File: src/rtl/smfp_pkg.sv
// Shared types and constants for the Styx message field parser.
// No dependencies; every other file in rtl/ imports this package.
`timescale 1ns / 1ps
`default_nettype none

package smfp_pkg;

  localparam int MAX_FIELDS = 6;
  localparam int KIND_W     = 5;
  localparam int LEN_W      = 8;
  localparam int POS_W      = 8;
  localparam int SUM_W      = 9;

  typedef logic [KIND_W-1:0] kind_t;

  localparam kind_t KIND_TAG     = 5'd0;
  localparam kind_t KIND_OLDTAG  = 5'd1;
  localparam kind_t KIND_FID     = 5'd2;
  localparam kind_t KIND_NEWFID  = 5'd3;
  localparam kind_t KIND_MODE    = 5'd4;
  localparam kind_t KIND_PERM    = 5'd5;
  localparam kind_t KIND_OFFSET  = 5'd6;
  localparam kind_t KIND_COUNT   = 5'd7;
  localparam kind_t KIND_QPATH   = 5'd8;
  localparam kind_t KIND_QVERS   = 5'd9;
  localparam kind_t KIND_NAME    = 5'd10;
  localparam kind_t KIND_USER    = 5'd11;
  localparam kind_t KIND_ANAME   = 5'd12;
  localparam kind_t KIND_STAT    = 5'd13;
  localparam kind_t KIND_ETEXT   = 5'd14;
  localparam kind_t KIND_DATA    = 5'd15;
  localparam kind_t KIND_END     = 5'd16;
  localparam kind_t KIND_BAD     = 5'd17;
  localparam kind_t KIND_PAD     = 5'd31;

  // Per-type field layout; unused slots have zero length.
  typedef struct packed {
    logic [MAX_FIELDS-1:0][KIND_W-1:0] kind;
    logic [MAX_FIELDS-1:0][LEN_W-1:0]  len;
  } layout_t;

  // Where the current header byte falls within the message layout.
  typedef struct packed {
    logic             bad;
    logic             found;
    kind_t            kind;
    logic [LEN_W-1:0] fo;
    logic [LEN_W-1:0] len;
    logic             last_byte;
  } field_info_t;

  typedef struct packed {
    logic [7:0]  msg_type;
    kind_t       field_kind;
    logic [31:0] field_value;
    logic [15:0] byte_index;
    logic        last;
  } result_t;

endpackage

`default_nettype wire

File: src/rtl/smfp_field_map.sv
// Field locator: maps a message type and header byte offset to its field.
// Depends on smfp_pkg.
`timescale 1ns / 1ps
`default_nettype none

module smfp_field_map #(
  parameter int NAME_BYTES       = 28,
  parameter int ERROR_TEXT_BYTES = 64,
  parameter int STAT_BYTES       = 116
) (
  input  wire logic [7:0]                  msg_type_i,
  input  wire logic [smfp_pkg::POS_W-1:0]  offset_i,
  output smfp_pkg::field_info_t            info_o
);
  import smfp_pkg::*;

  localparam logic [7:0] T_NOP     = 8'd0;
  localparam logic [7:0] R_NOP     = 8'd1;
  localparam logic [7:0] R_ERROR   = 8'd3;
  localparam logic [7:0] T_FLUSH   = 8'd4;
  localparam logic [7:0] R_FLUSH   = 8'd5;
  localparam logic [7:0] T_CLONE   = 8'd6;
  localparam logic [7:0] R_CLONE   = 8'd7;
  localparam logic [7:0] T_WALK    = 8'd8;
  localparam logic [7:0] R_WALK    = 8'd9;
  localparam logic [7:0] T_OPEN    = 8'd10;
  localparam logic [7:0] R_OPEN    = 8'd11;
  localparam logic [7:0] T_CREATE  = 8'd12;
  localparam logic [7:0] R_CREATE  = 8'd13;
  localparam logic [7:0] T_READ    = 8'd14;
  localparam logic [7:0] R_READ    = 8'd15;
  localparam logic [7:0] T_WRITE   = 8'd16;
  localparam logic [7:0] R_WRITE   = 8'd17;
  localparam logic [7:0] T_CLUNK   = 8'd18;
  localparam logic [7:0] R_CLUNK   = 8'd19;
  localparam logic [7:0] T_REMOVE  = 8'd20;
  localparam logic [7:0] R_REMOVE  = 8'd21;
  localparam logic [7:0] T_STAT    = 8'd22;
  localparam logic [7:0] R_STAT    = 8'd23;
  localparam logic [7:0] T_WSTAT   = 8'd24;
  localparam logic [7:0] R_WSTAT   = 8'd25;
  localparam logic [7:0] T_ATTACH  = 8'd28;
  localparam logic [7:0] R_ATTACH  = 8'd29;

  localparam logic [LEN_W-1:0] NAME_LEN = LEN_W'(NAME_BYTES);
  localparam logic [LEN_W-1:0] ETXT_LEN = LEN_W'(ERROR_TEXT_BYTES);
  localparam logic [LEN_W-1:0] STAT_LEN = LEN_W'(STAT_BYTES);

  function automatic layout_t get_layout(input logic [7:0] t);
    layout_t l;
    l = '0;
    l.kind[0] = KIND_TAG;
    l.len[0]  = 8'd2;
    case (t)
      T_NOP, R_NOP, R_FLUSH: begin
      end
      R_ERROR: begin
        l.kind[1] = KIND_ETEXT; l.len[1] = ETXT_LEN;
      end
      T_FLUSH: begin
        l.kind[1] = KIND_OLDTAG; l.len[1] = 8'd2;
      end
      T_CLONE: begin
        l.kind[1] = KIND_FID;    l.len[1] = 8'd2;
        l.kind[2] = KIND_NEWFID; l.len[2] = 8'd2;
      end
      R_CLONE, T_CLUNK, R_CLUNK, T_REMOVE, R_REMOVE, T_STAT, R_WSTAT: begin
        l.kind[1] = KIND_FID; l.len[1] = 8'd2;
      end
      T_WALK: begin
        l.kind[1] = KIND_FID;  l.len[1] = 8'd2;
        l.kind[2] = KIND_NAME; l.len[2] = NAME_LEN;
      end
      R_WALK, R_OPEN, R_CREATE, R_ATTACH: begin
        l.kind[1] = KIND_FID;   l.len[1] = 8'd2;
        l.kind[2] = KIND_QPATH; l.len[2] = 8'd4;
        l.kind[3] = KIND_QVERS; l.len[3] = 8'd4;
      end
      T_OPEN: begin
        l.kind[1] = KIND_FID;  l.len[1] = 8'd2;
        l.kind[2] = KIND_MODE; l.len[2] = 8'd1;
      end
      T_CREATE: begin
        l.kind[1] = KIND_FID;  l.len[1] = 8'd2;
        l.kind[2] = KIND_NAME; l.len[2] = NAME_LEN;
        l.kind[3] = KIND_PERM; l.len[3] = 8'd4;
        l.kind[4] = KIND_MODE; l.len[4] = 8'd1;
      end
      T_READ: begin
        l.kind[1] = KIND_FID;    l.len[1] = 8'd2;
        l.kind[2] = KIND_OFFSET; l.len[2] = 8'd8;
        l.kind[3] = KIND_COUNT;  l.len[3] = 8'd2;
      end
      R_READ: begin
        l.kind[1] = KIND_FID;   l.len[1] = 8'd2;
        l.kind[2] = KIND_COUNT; l.len[2] = 8'd2;
        l.kind[3] = KIND_PAD;   l.len[3] = 8'd1;
      end
      T_WRITE: begin
        l.kind[1] = KIND_FID;    l.len[1] = 8'd2;
        l.kind[2] = KIND_OFFSET; l.len[2] = 8'd8;
        l.kind[3] = KIND_COUNT;  l.len[3] = 8'd2;
        l.kind[4] = KIND_PAD;    l.len[4] = 8'd1;
      end
      R_WRITE: begin
        l.kind[1] = KIND_FID;   l.len[1] = 8'd2;
        l.kind[2] = KIND_COUNT; l.len[2] = 8'd2;
      end
      R_STAT, T_WSTAT: begin
        l.kind[1] = KIND_FID;  l.len[1] = 8'd2;
        l.kind[2] = KIND_STAT; l.len[2] = STAT_LEN;
      end
      T_ATTACH: begin
        l.kind[1] = KIND_FID;   l.len[1] = 8'd2;
        l.kind[2] = KIND_USER;  l.len[2] = NAME_LEN;
        l.kind[3] = KIND_ANAME; l.len[3] = NAME_LEN;
      end
      default: begin
        l = '0;
      end
    endcase
    return l;
  endfunction

  layout_t          lay;
  logic [SUM_W-1:0] start;
  logic [SUM_W-1:0] off_ext;

  always_comb begin
    lay     = get_layout(msg_type_i);
    off_ext = {1'b0, offset_i};
    start   = '0;
    info_o  = '0;
    for (int i = 0; i < MAX_FIELDS; i++) begin
      if (!info_o.found && (off_ext < start + {1'b0, lay.len[i]})) begin
        info_o.found = 1'b1;
        info_o.kind  = lay.kind[i];
        info_o.len   = lay.len[i];
        info_o.fo    = LEN_W'(off_ext - start);
      end
      start = start + {1'b0, lay.len[i]};
    end
    info_o.bad       = (lay.len[0] == '0);
    info_o.last_byte = (off_ext + SUM_W'(1) == start);
  end

endmodule

`default_nettype wire

File: src/rtl/smfp_out_stage.sv
// Two-entry output register with skid slot for the parser results.
// Depends on smfp_pkg.
`timescale 1ns / 1ps
`default_nettype none

module smfp_out_stage (
  input  wire logic              clk,
  input  wire logic              rst_n,
  input  wire logic              push_i,
  input  wire smfp_pkg::result_t res_i,
  output logic                   full_o,
  output logic                   valid_o,
  input  wire logic              stall_i,
  output smfp_pkg::result_t      res_o
);
  import smfp_pkg::*;

  logic    out_v_r, out_v_nxt;
  logic    skid_v_r, skid_v_nxt;
  result_t out_r, out_nxt;
  result_t skid_r, skid_nxt;
  logic    pop;

  assign pop     = out_v_r && !stall_i;
  assign full_o  = skid_v_r;
  assign valid_o = out_v_r;
  assign res_o   = out_r;

  always_comb begin
    out_v_nxt  = out_v_r;
    skid_v_nxt = skid_v_r;
    out_nxt    = out_r;
    skid_nxt   = skid_r;
    if (!out_v_r) begin
      if (push_i) begin
        out_nxt   = res_i;
        out_v_nxt = 1'b1;
      end
    end else if (pop) begin
      if (skid_v_r) begin
        out_nxt    = skid_r;
        skid_v_nxt = 1'b0;
      end else if (push_i) begin
        out_nxt = res_i;
      end else begin
        out_v_nxt = 1'b0;
      end
    end else if (push_i) begin
      skid_nxt   = res_i;
      skid_v_nxt = 1'b1;
    end
  end

  always_ff @(posedge clk) begin
    if (!rst_n) begin
      out_v_r  <= 1'b0;
      skid_v_r <= 1'b0;
    end else begin
      out_v_r  <= out_v_nxt;
      skid_v_r <= skid_v_nxt;
    end
  end

  always_ff @(posedge clk) begin
    out_r  <= out_nxt;
    skid_r <= skid_nxt;
  end

endmodule

`default_nettype wire

File: src/rtl/styx_message_field_parser_core.sv
// Styx message field parser: one stream byte in, at most one field result out.
// Results are registered: each one goes into the output register, or into the skid slot while that is held.
// Throughput: one byte per cycle while in_stall is low; the per-byte state update and the
// two-entry output stage keep input flowing while one result waits.
// Reset (synchronous, rst_n low): parser waits for a type byte, output empty.
// Depends on smfp_pkg, smfp_field_map and smfp_out_stage.
`timescale 1ns / 1ps
`default_nettype none

module styx_message_field_parser_core #(
  parameter int NAME_BYTES       = 28,
  parameter int ERROR_TEXT_BYTES = 64,
  parameter int STAT_BYTES       = 116
) (
  input  wire logic        clk,
  input  wire logic        rst_n,
  input  wire logic        in_valid,
  output logic             in_stall,
  input  wire logic [7:0]  in_stream_byte,
  output logic             out_valid,
  input  wire logic        out_stall,
  output logic [7:0]       out_msg_type,
  output logic [4:0]       out_field_kind,
  output logic [31:0]      out_field_value,
  output logic [15:0]      out_byte_index,
  output logic             out_last
);
  import smfp_pkg::*;

  // Parser state. Outside the payload, hdr_pos_r of zero means the next byte is a type byte.
  logic [POS_W-1:0] hdr_pos_r,   hdr_pos_nxt;
  logic [7:0]       cur_type_r,  cur_type_nxt;
  logic [31:0]      acc_r,       acc_nxt;
  logic [15:0]      pay_cnt_r,   pay_cnt_nxt;
  logic [15:0]      pay_pos_r,   pay_pos_nxt;
  logic             in_pay_r,    in_pay_nxt;

  logic             accept;
  logic             has_res;
  result_t          res;
  result_t          res_q;
  field_info_t      info;
  logic [7:0]       map_type;
  logic [POS_W-1:0] map_off;
  logic [31:0]      acc_merged;
  logic [15:0]      pay_pos_inc;

  assign accept = in_valid && !in_stall;

  // The type byte itself is looked up so a bad type is flagged at once.
  assign map_type = (hdr_pos_r == '0) ? in_stream_byte : cur_type_r;
  assign map_off  = hdr_pos_r - POS_W'(1);

  smfp_field_map #(
    .NAME_BYTES       (NAME_BYTES),
    .ERROR_TEXT_BYTES (ERROR_TEXT_BYTES),
    .STAT_BYTES       (STAT_BYTES)
  ) u_map (
    .msg_type_i (map_type),
    .offset_i   (map_off),
    .info_o     (info)
  );

  // Little-endian merge; bytes past the fourth (high half of the offset) drop.
  always_comb begin
    acc_merged = acc_r;
    if (info.fo < LEN_W'(4)) begin
      acc_merged = acc_r | (32'(in_stream_byte) << {info.fo[1:0], 3'b000});
    end
  end

  assign pay_pos_inc = pay_pos_r + 16'd1;

  always_comb begin
    hdr_pos_nxt  = hdr_pos_r;
    cur_type_nxt = cur_type_r;
    acc_nxt      = acc_r;
    pay_cnt_nxt  = pay_cnt_r;
    pay_pos_nxt  = pay_pos_r;
    in_pay_nxt   = in_pay_r;
    has_res      = 1'b0;
    res.msg_type    = cur_type_r;
    res.field_kind  = KIND_DATA;
    res.field_value = 32'(in_stream_byte);
    res.byte_index  = '0;
    res.last        = 1'b0;

    if (accept) begin
      if (in_pay_r) begin
        // Pass payload bytes through; close the message on the last one.
        has_res        = 1'b1;
        res.byte_index = pay_pos_r;
        pay_pos_nxt    = pay_pos_inc;
        if (pay_pos_inc == pay_cnt_r) begin
          res.last    = 1'b1;
          in_pay_nxt  = 1'b0;
          hdr_pos_nxt = '0;
        end
      end else if (hdr_pos_r == '0) begin
        cur_type_nxt = in_stream_byte;
        if (info.bad) begin
          // Reject the type; the next byte starts a new message.
          has_res         = 1'b1;
          res.msg_type    = in_stream_byte;
          res.field_kind  = KIND_BAD;
          res.field_value = '0;
          res.last        = 1'b1;
        end else begin
          acc_nxt     = '0;
          hdr_pos_nxt = POS_W'(1);
        end
      end else if (info.bad || !info.found) begin
        hdr_pos_nxt = '0;
      end else if (info.kind == KIND_PAD) begin
        // Skip the pad byte; an empty payload ends the message here.
        hdr_pos_nxt = '0;
        if (pay_cnt_r == '0) begin
          has_res         = 1'b1;
          res.field_kind  = KIND_END;
          res.field_value = '0;
          res.last        = 1'b1;
        end else begin
          in_pay_nxt  = 1'b1;
          pay_pos_nxt = '0;
        end
      end else begin
        if (info.kind >= KIND_NAME) begin
          // Fixed-length string byte.
          has_res        = 1'b1;
          res.field_kind = info.kind;
          res.byte_index = 16'(info.fo);
          res.last       = info.last_byte;
        end else if (info.fo + LEN_W'(1) == info.len) begin
          // Scalar complete: emit it and clear the accumulator.
          has_res         = 1'b1;
          res.field_kind  = info.kind;
          res.field_value = acc_merged;
          res.last        = info.last_byte;
          acc_nxt         = '0;
          if (info.kind == KIND_COUNT) begin
            pay_cnt_nxt = acc_merged[15:0];
          end
        end else begin
          acc_nxt = acc_merged;
        end
        hdr_pos_nxt = info.last_byte ? '0 : hdr_pos_r + POS_W'(1);
      end
    end
  end

  always_ff @(posedge clk) begin
    if (!rst_n) begin
      hdr_pos_r  <= '0;
      cur_type_r <= '0;
      acc_r      <= '0;
      pay_cnt_r  <= '0;
      pay_pos_r  <= '0;
      in_pay_r   <= 1'b0;
    end else begin
      hdr_pos_r  <= hdr_pos_nxt;
      cur_type_r <= cur_type_nxt;
      acc_r      <= acc_nxt;
      pay_cnt_r  <= pay_cnt_nxt;
      pay_pos_r  <= pay_pos_nxt;
      in_pay_r   <= in_pay_nxt;
    end
  end

  // Hold results here; stall input only when the skid slot is occupied.
  smfp_out_stage u_out (
    .clk     (clk),
    .rst_n   (rst_n),
    .push_i  (has_res),
    .res_i   (res),
    .full_o  (in_stall),
    .valid_o (out_valid),
    .stall_i (out_stall),
    .res_o   (res_q)
  );

  assign out_msg_type    = res_q.msg_type;
  assign out_field_kind  = res_q.field_kind;
  assign out_field_value = res_q.field_value;
  assign out_byte_index  = res_q.byte_index;
  assign out_last        = res_q.last;

endmodule

`default_nettype wire
File: config.mk
export PLATFORM = sky130hd
export DESIGN_NAME = styx_message_field_parser_core
export DESIGN_NICKNAME = d
export VERILOG_FILES = /design/src/rtl/smfp_pkg.sv /design/src/rtl/smfp_field_map.sv /design/src/rtl/smfp_out_stage.sv /design/src/rtl/styx_message_field_parser_core.sv
export SDC_FILE = /design/constraint.sdc
export NUM_CORES = 1
export LEC_CHECK = 0
export BUFFER_PORTS_ARGS = -buffer_cell sky130_fd_sc_hd__clkbuf_2
export CORE_MARGIN = 2
export CORE_UTILIZATION = 35
export CTS_CLUSTER_DIAMETER = 100
export DETAILED_ROUTE_END_ITERATION = 8
export SLEW_MARGIN = 20
export SYNTH_ARGS = -nofsm -noshare
export SYNTH_HDL_FRONTEND = slang
export SYNTH_HIERARCHICAL = 1
export SYNTH_SLANG_ARGS = --single-unit
export TNS_END_PERCENT = 1
File: constraint.sdc
create_clock -name clk -period 12.4 [get_ports clk]
set_clock_uncertainty 0.05 [all_clocks]
set_input_delay 1.24 -clock clk [delete_from_list [all_inputs] [get_ports clk]]
set_output_delay 1.24 -clock clk [all_outputs]
set_load 0.01 [all_outputs]
==> reports/metrics.cfg <==
[outcome]
outcome=complete, no violations

[yosys]
ys.warnings.count=6
ys_seq_elements=207
synth_area_per_cell_um2=9.50
netlist_area_mm2=0.0135
synth-edff-count=124
syn_inst=1424
syn_nets=1487
synthFlopType=edfxtp_1
synthDistinctLibCells=96
ys_async_sr_fraction_pct=0
synth.yosys.seq_area_share_pct=39.8

[place]
gp_congestion=0.920
port-buffer-count=75
dp.cells=1931
dp_hpwl_mm=26.8

[critical_path]
startpoint=hdr_pos_r[0]$_SDFFE_PN0P_
crit_path_top_delay_cell=a2bb2oi_1
r2r_start=hdr_pos_r[0]$_SDFFE_PN0P_
cp_common_cell=ha_1
arrival_ns=11.13
crit_path_end_kind=flip-flop
r2r_cells=34
crit_required_ns=12.61
rrSetupSlack_ns=1.48
crit_path_max_incr_delay_ns=0.66
start_kind=flip-flop
path_max_fanout=20
critPathKind=reg -> reg

[sta]
setup_viol=0
finalSetupTns_ns=0
rsz0062_at_grt=no
fmax_mhz=91.6
holdWs_ns=0.417
slew_headroom_pct=28.5
finalCritPeriodShare_pct=88.1
fin_crit_ns=10.92
hold_violations=0
tightestPinTransition_ns=1.07
slew_violations=0

[clocking]
post_cts_buffers=0
clkSinkCount=207
cts_hold_buf=0
cts_resized=0
cts_root_buffer=clkbuf_16
cts_buffer_depth=3
insertion_delay_ns=0.52
cts_buffers=23
clkTransAtPathRegs_ns=0.06
cts_max_level=1
cts_tree=yes

[routing]
drt-total-wl_mm=38.1
maxUsedRoutingLayer=met4
drt-met1-wl_mm=17.9
drt_iter0_markers=846
drcViolationCount=0
vias=11100
wl_per_cell_um=19.3
antenna_left=0
wl_met2_mm=17.8
wl_met3_mm=1.57
routed_via_density=5.61
dr.pass1.iters=5

[global_routing]
grt_pass1_vias=10700
grt_pass1_wl_mm=60.9
grt_max_degree=68
grt_overflow=0
grt_usage_pct=18.6
antenna_found_initial=0

[die]
die_w_um=201
rows=72
dieArea_mm2=0.0402
die_h_um=201
initial_core_util_pct=35.2
pin_count=76
core-area_mm2=0.0384

[layout]
fin_util_pct=39.0
mostFrequentLayoutCell=nor2_1
multi_input_area_mm2=0.00745
syn2layout_area_growth_pct=10.7
fin_cells=1973
nets=1501
drive_above_1_share_pct=18.3
register_area_mm2=0.00539
fillers=3860
layout_common_cells=125 x nor2_1, 124 x edfxtp_1, 100 x nand2_1, 95 x nand3_1, 90 x a21oi_1
diodes=0

[pwr]
p_clk_share_pct=36.1
seq_power_share_pct=43.2
p_comb_share_pct=20.7
p_int_uw=1390
p_per_area_mw_per_mm2=131
ir_worst_vdd_uv=93.3
p_leak_uw=0.00545
switchingPower_uw=566
swShare_pct=28.9

[worst_hold_path]
hp-class=reg -> reg
timing.hold.worst.start=acc_r[12]$_SDFFE_PN0P_
hold_depth=1

[job]
max_cap_violations=0

## final cells by class
type,count,area share [%]
Multi-Input combinational cell,1073,49.8
Sequential cell,207,36.0
Clock buffer,34,4.64
Tap cell,518,4.33
Timing Repair Buffer,94,3.63
Inverter,39,0.978
Clock inverter,8,0.644
## sequential cells by signal (all words and copies together), names as in the netlist
| signal | flops |
|---|---|
| acc_r | 32 |
| in_pay_r | 1 |
| u_out/res_o | 62 |
| u_out/valid_o | 1 |
| u_out/full_o | 1 |
| cur_type_r | 8 |
| u_out/skid_r | 62 |
| hdr_pos_r | 8 |
| pay_cnt_r | 16 |
| pay_pos_r | 16 |
## layer usage
layer | global-route usage (%) | up-vias
li1 | - | 5319
met3 | 1.88 | 63
met5 | 0 | -
met1 | 26.3 | 5406
met4 | 4.10 | 0
met2 | 30.6 | 274
## synth_stat cells, types with 10 or more instances
cell type / n / area, um2
xnor2_1: 46 / 403
nor3_1: 28 / 140
nor2_1: 127 / 477
nand3_1: 95 / 475
buf_6: 17 / 191
nand2b_1: 22 / 138
a22o_1: 10 / 87.6
clkbuf_1: 53 / 199
a211oi_1: 20 / 150
nor4_1: 10 / 62.6
nand4_1: 14 / 87.6
o21ai_0: 44 / 220
nand2_1: 101 / 379
xor2_1: 23 / 201
a21oi_1: 90 / 450
o21ai_2: 60 / 526
buf_2: 25 / 125
a32o_1: 31 / 310
nor2b_1: 15 / 93.8
edfxtp_1: 124 / 3720
and3_1: 20 / 125
dfxtp_1: 83 / 1660
a21o_1: 13 / 97.6
inv_1: 37 / 139
mux2i_1: 64 / 641
and2_1: 18 / 113
ha_1: 46 / 576
a31oi_1: 10 / 62.6
## path summary, 6_finish.rpt
check / endpoint
worst max-delay path: u_out/res_o[17]$_DFFE_PP_
worst max register to register: u_out/res_o[17]$_DFFE_PP_
worst min-delay path: acc_r[12]$_SDFFE_PN0P_
worst min register to register: acc_r[12]$_SDFFE_PN0P_
## stage by stage
step | power, uW | setup WS [ns] | area, um2
finish | 1960 | 1.48 | 15000
floorplan | 1130 | 0.493 | 13500
global placement | 1260 | 1.80 | 14200
detailed placement | 1260 | 1.54 | 14200
CTS | 1970 | 1.53 | 15000
global route | 2040 | 0.766 | 15000
## cells by family (layout without fill, tap and decap cells)
kind of cell | count (synthesis) | after routing | synth area share [%]
AO/OA/AOI/OAI | 368 | 368 | 20.4
other | 1 | 1 | 0.0277
adder cells (fa/ha/maj) | 52 | 52 | 5.08
flip-flops | 207 | 207 | 39.8
buffers and inverters | 144 | 175 | 5.42
multiplexers | 73 | 73 | 5.49
AND/OR/NAND/NOR | 509 | 509 | 19.1
XOR/XNOR | 70 | 70 | 4.64
## power groups by stage
stage                     combinational (uW)  sequential (uW)  clock (uW)
after floorplan                          252              874           0
after global placement                   400              859           0
after detailed placement                 405              859           0
after CTS                                407              846         721
after global routing                     442              853         743
final                                    404              845         707
## critical path, delay by kind of cell, from the launching register on
family / cells / cell delay, ns
simple gates: 11 / 3.01
compound gates: 9 / 2.95
fa+ha+maj: 8 / 2.76
buf+inv: 2 / 0.72
xor+xnor: 3 / 0.51
flops: 1 / 0.35
mux: 1 / 0.29
(Power assumes the default switching activity.)
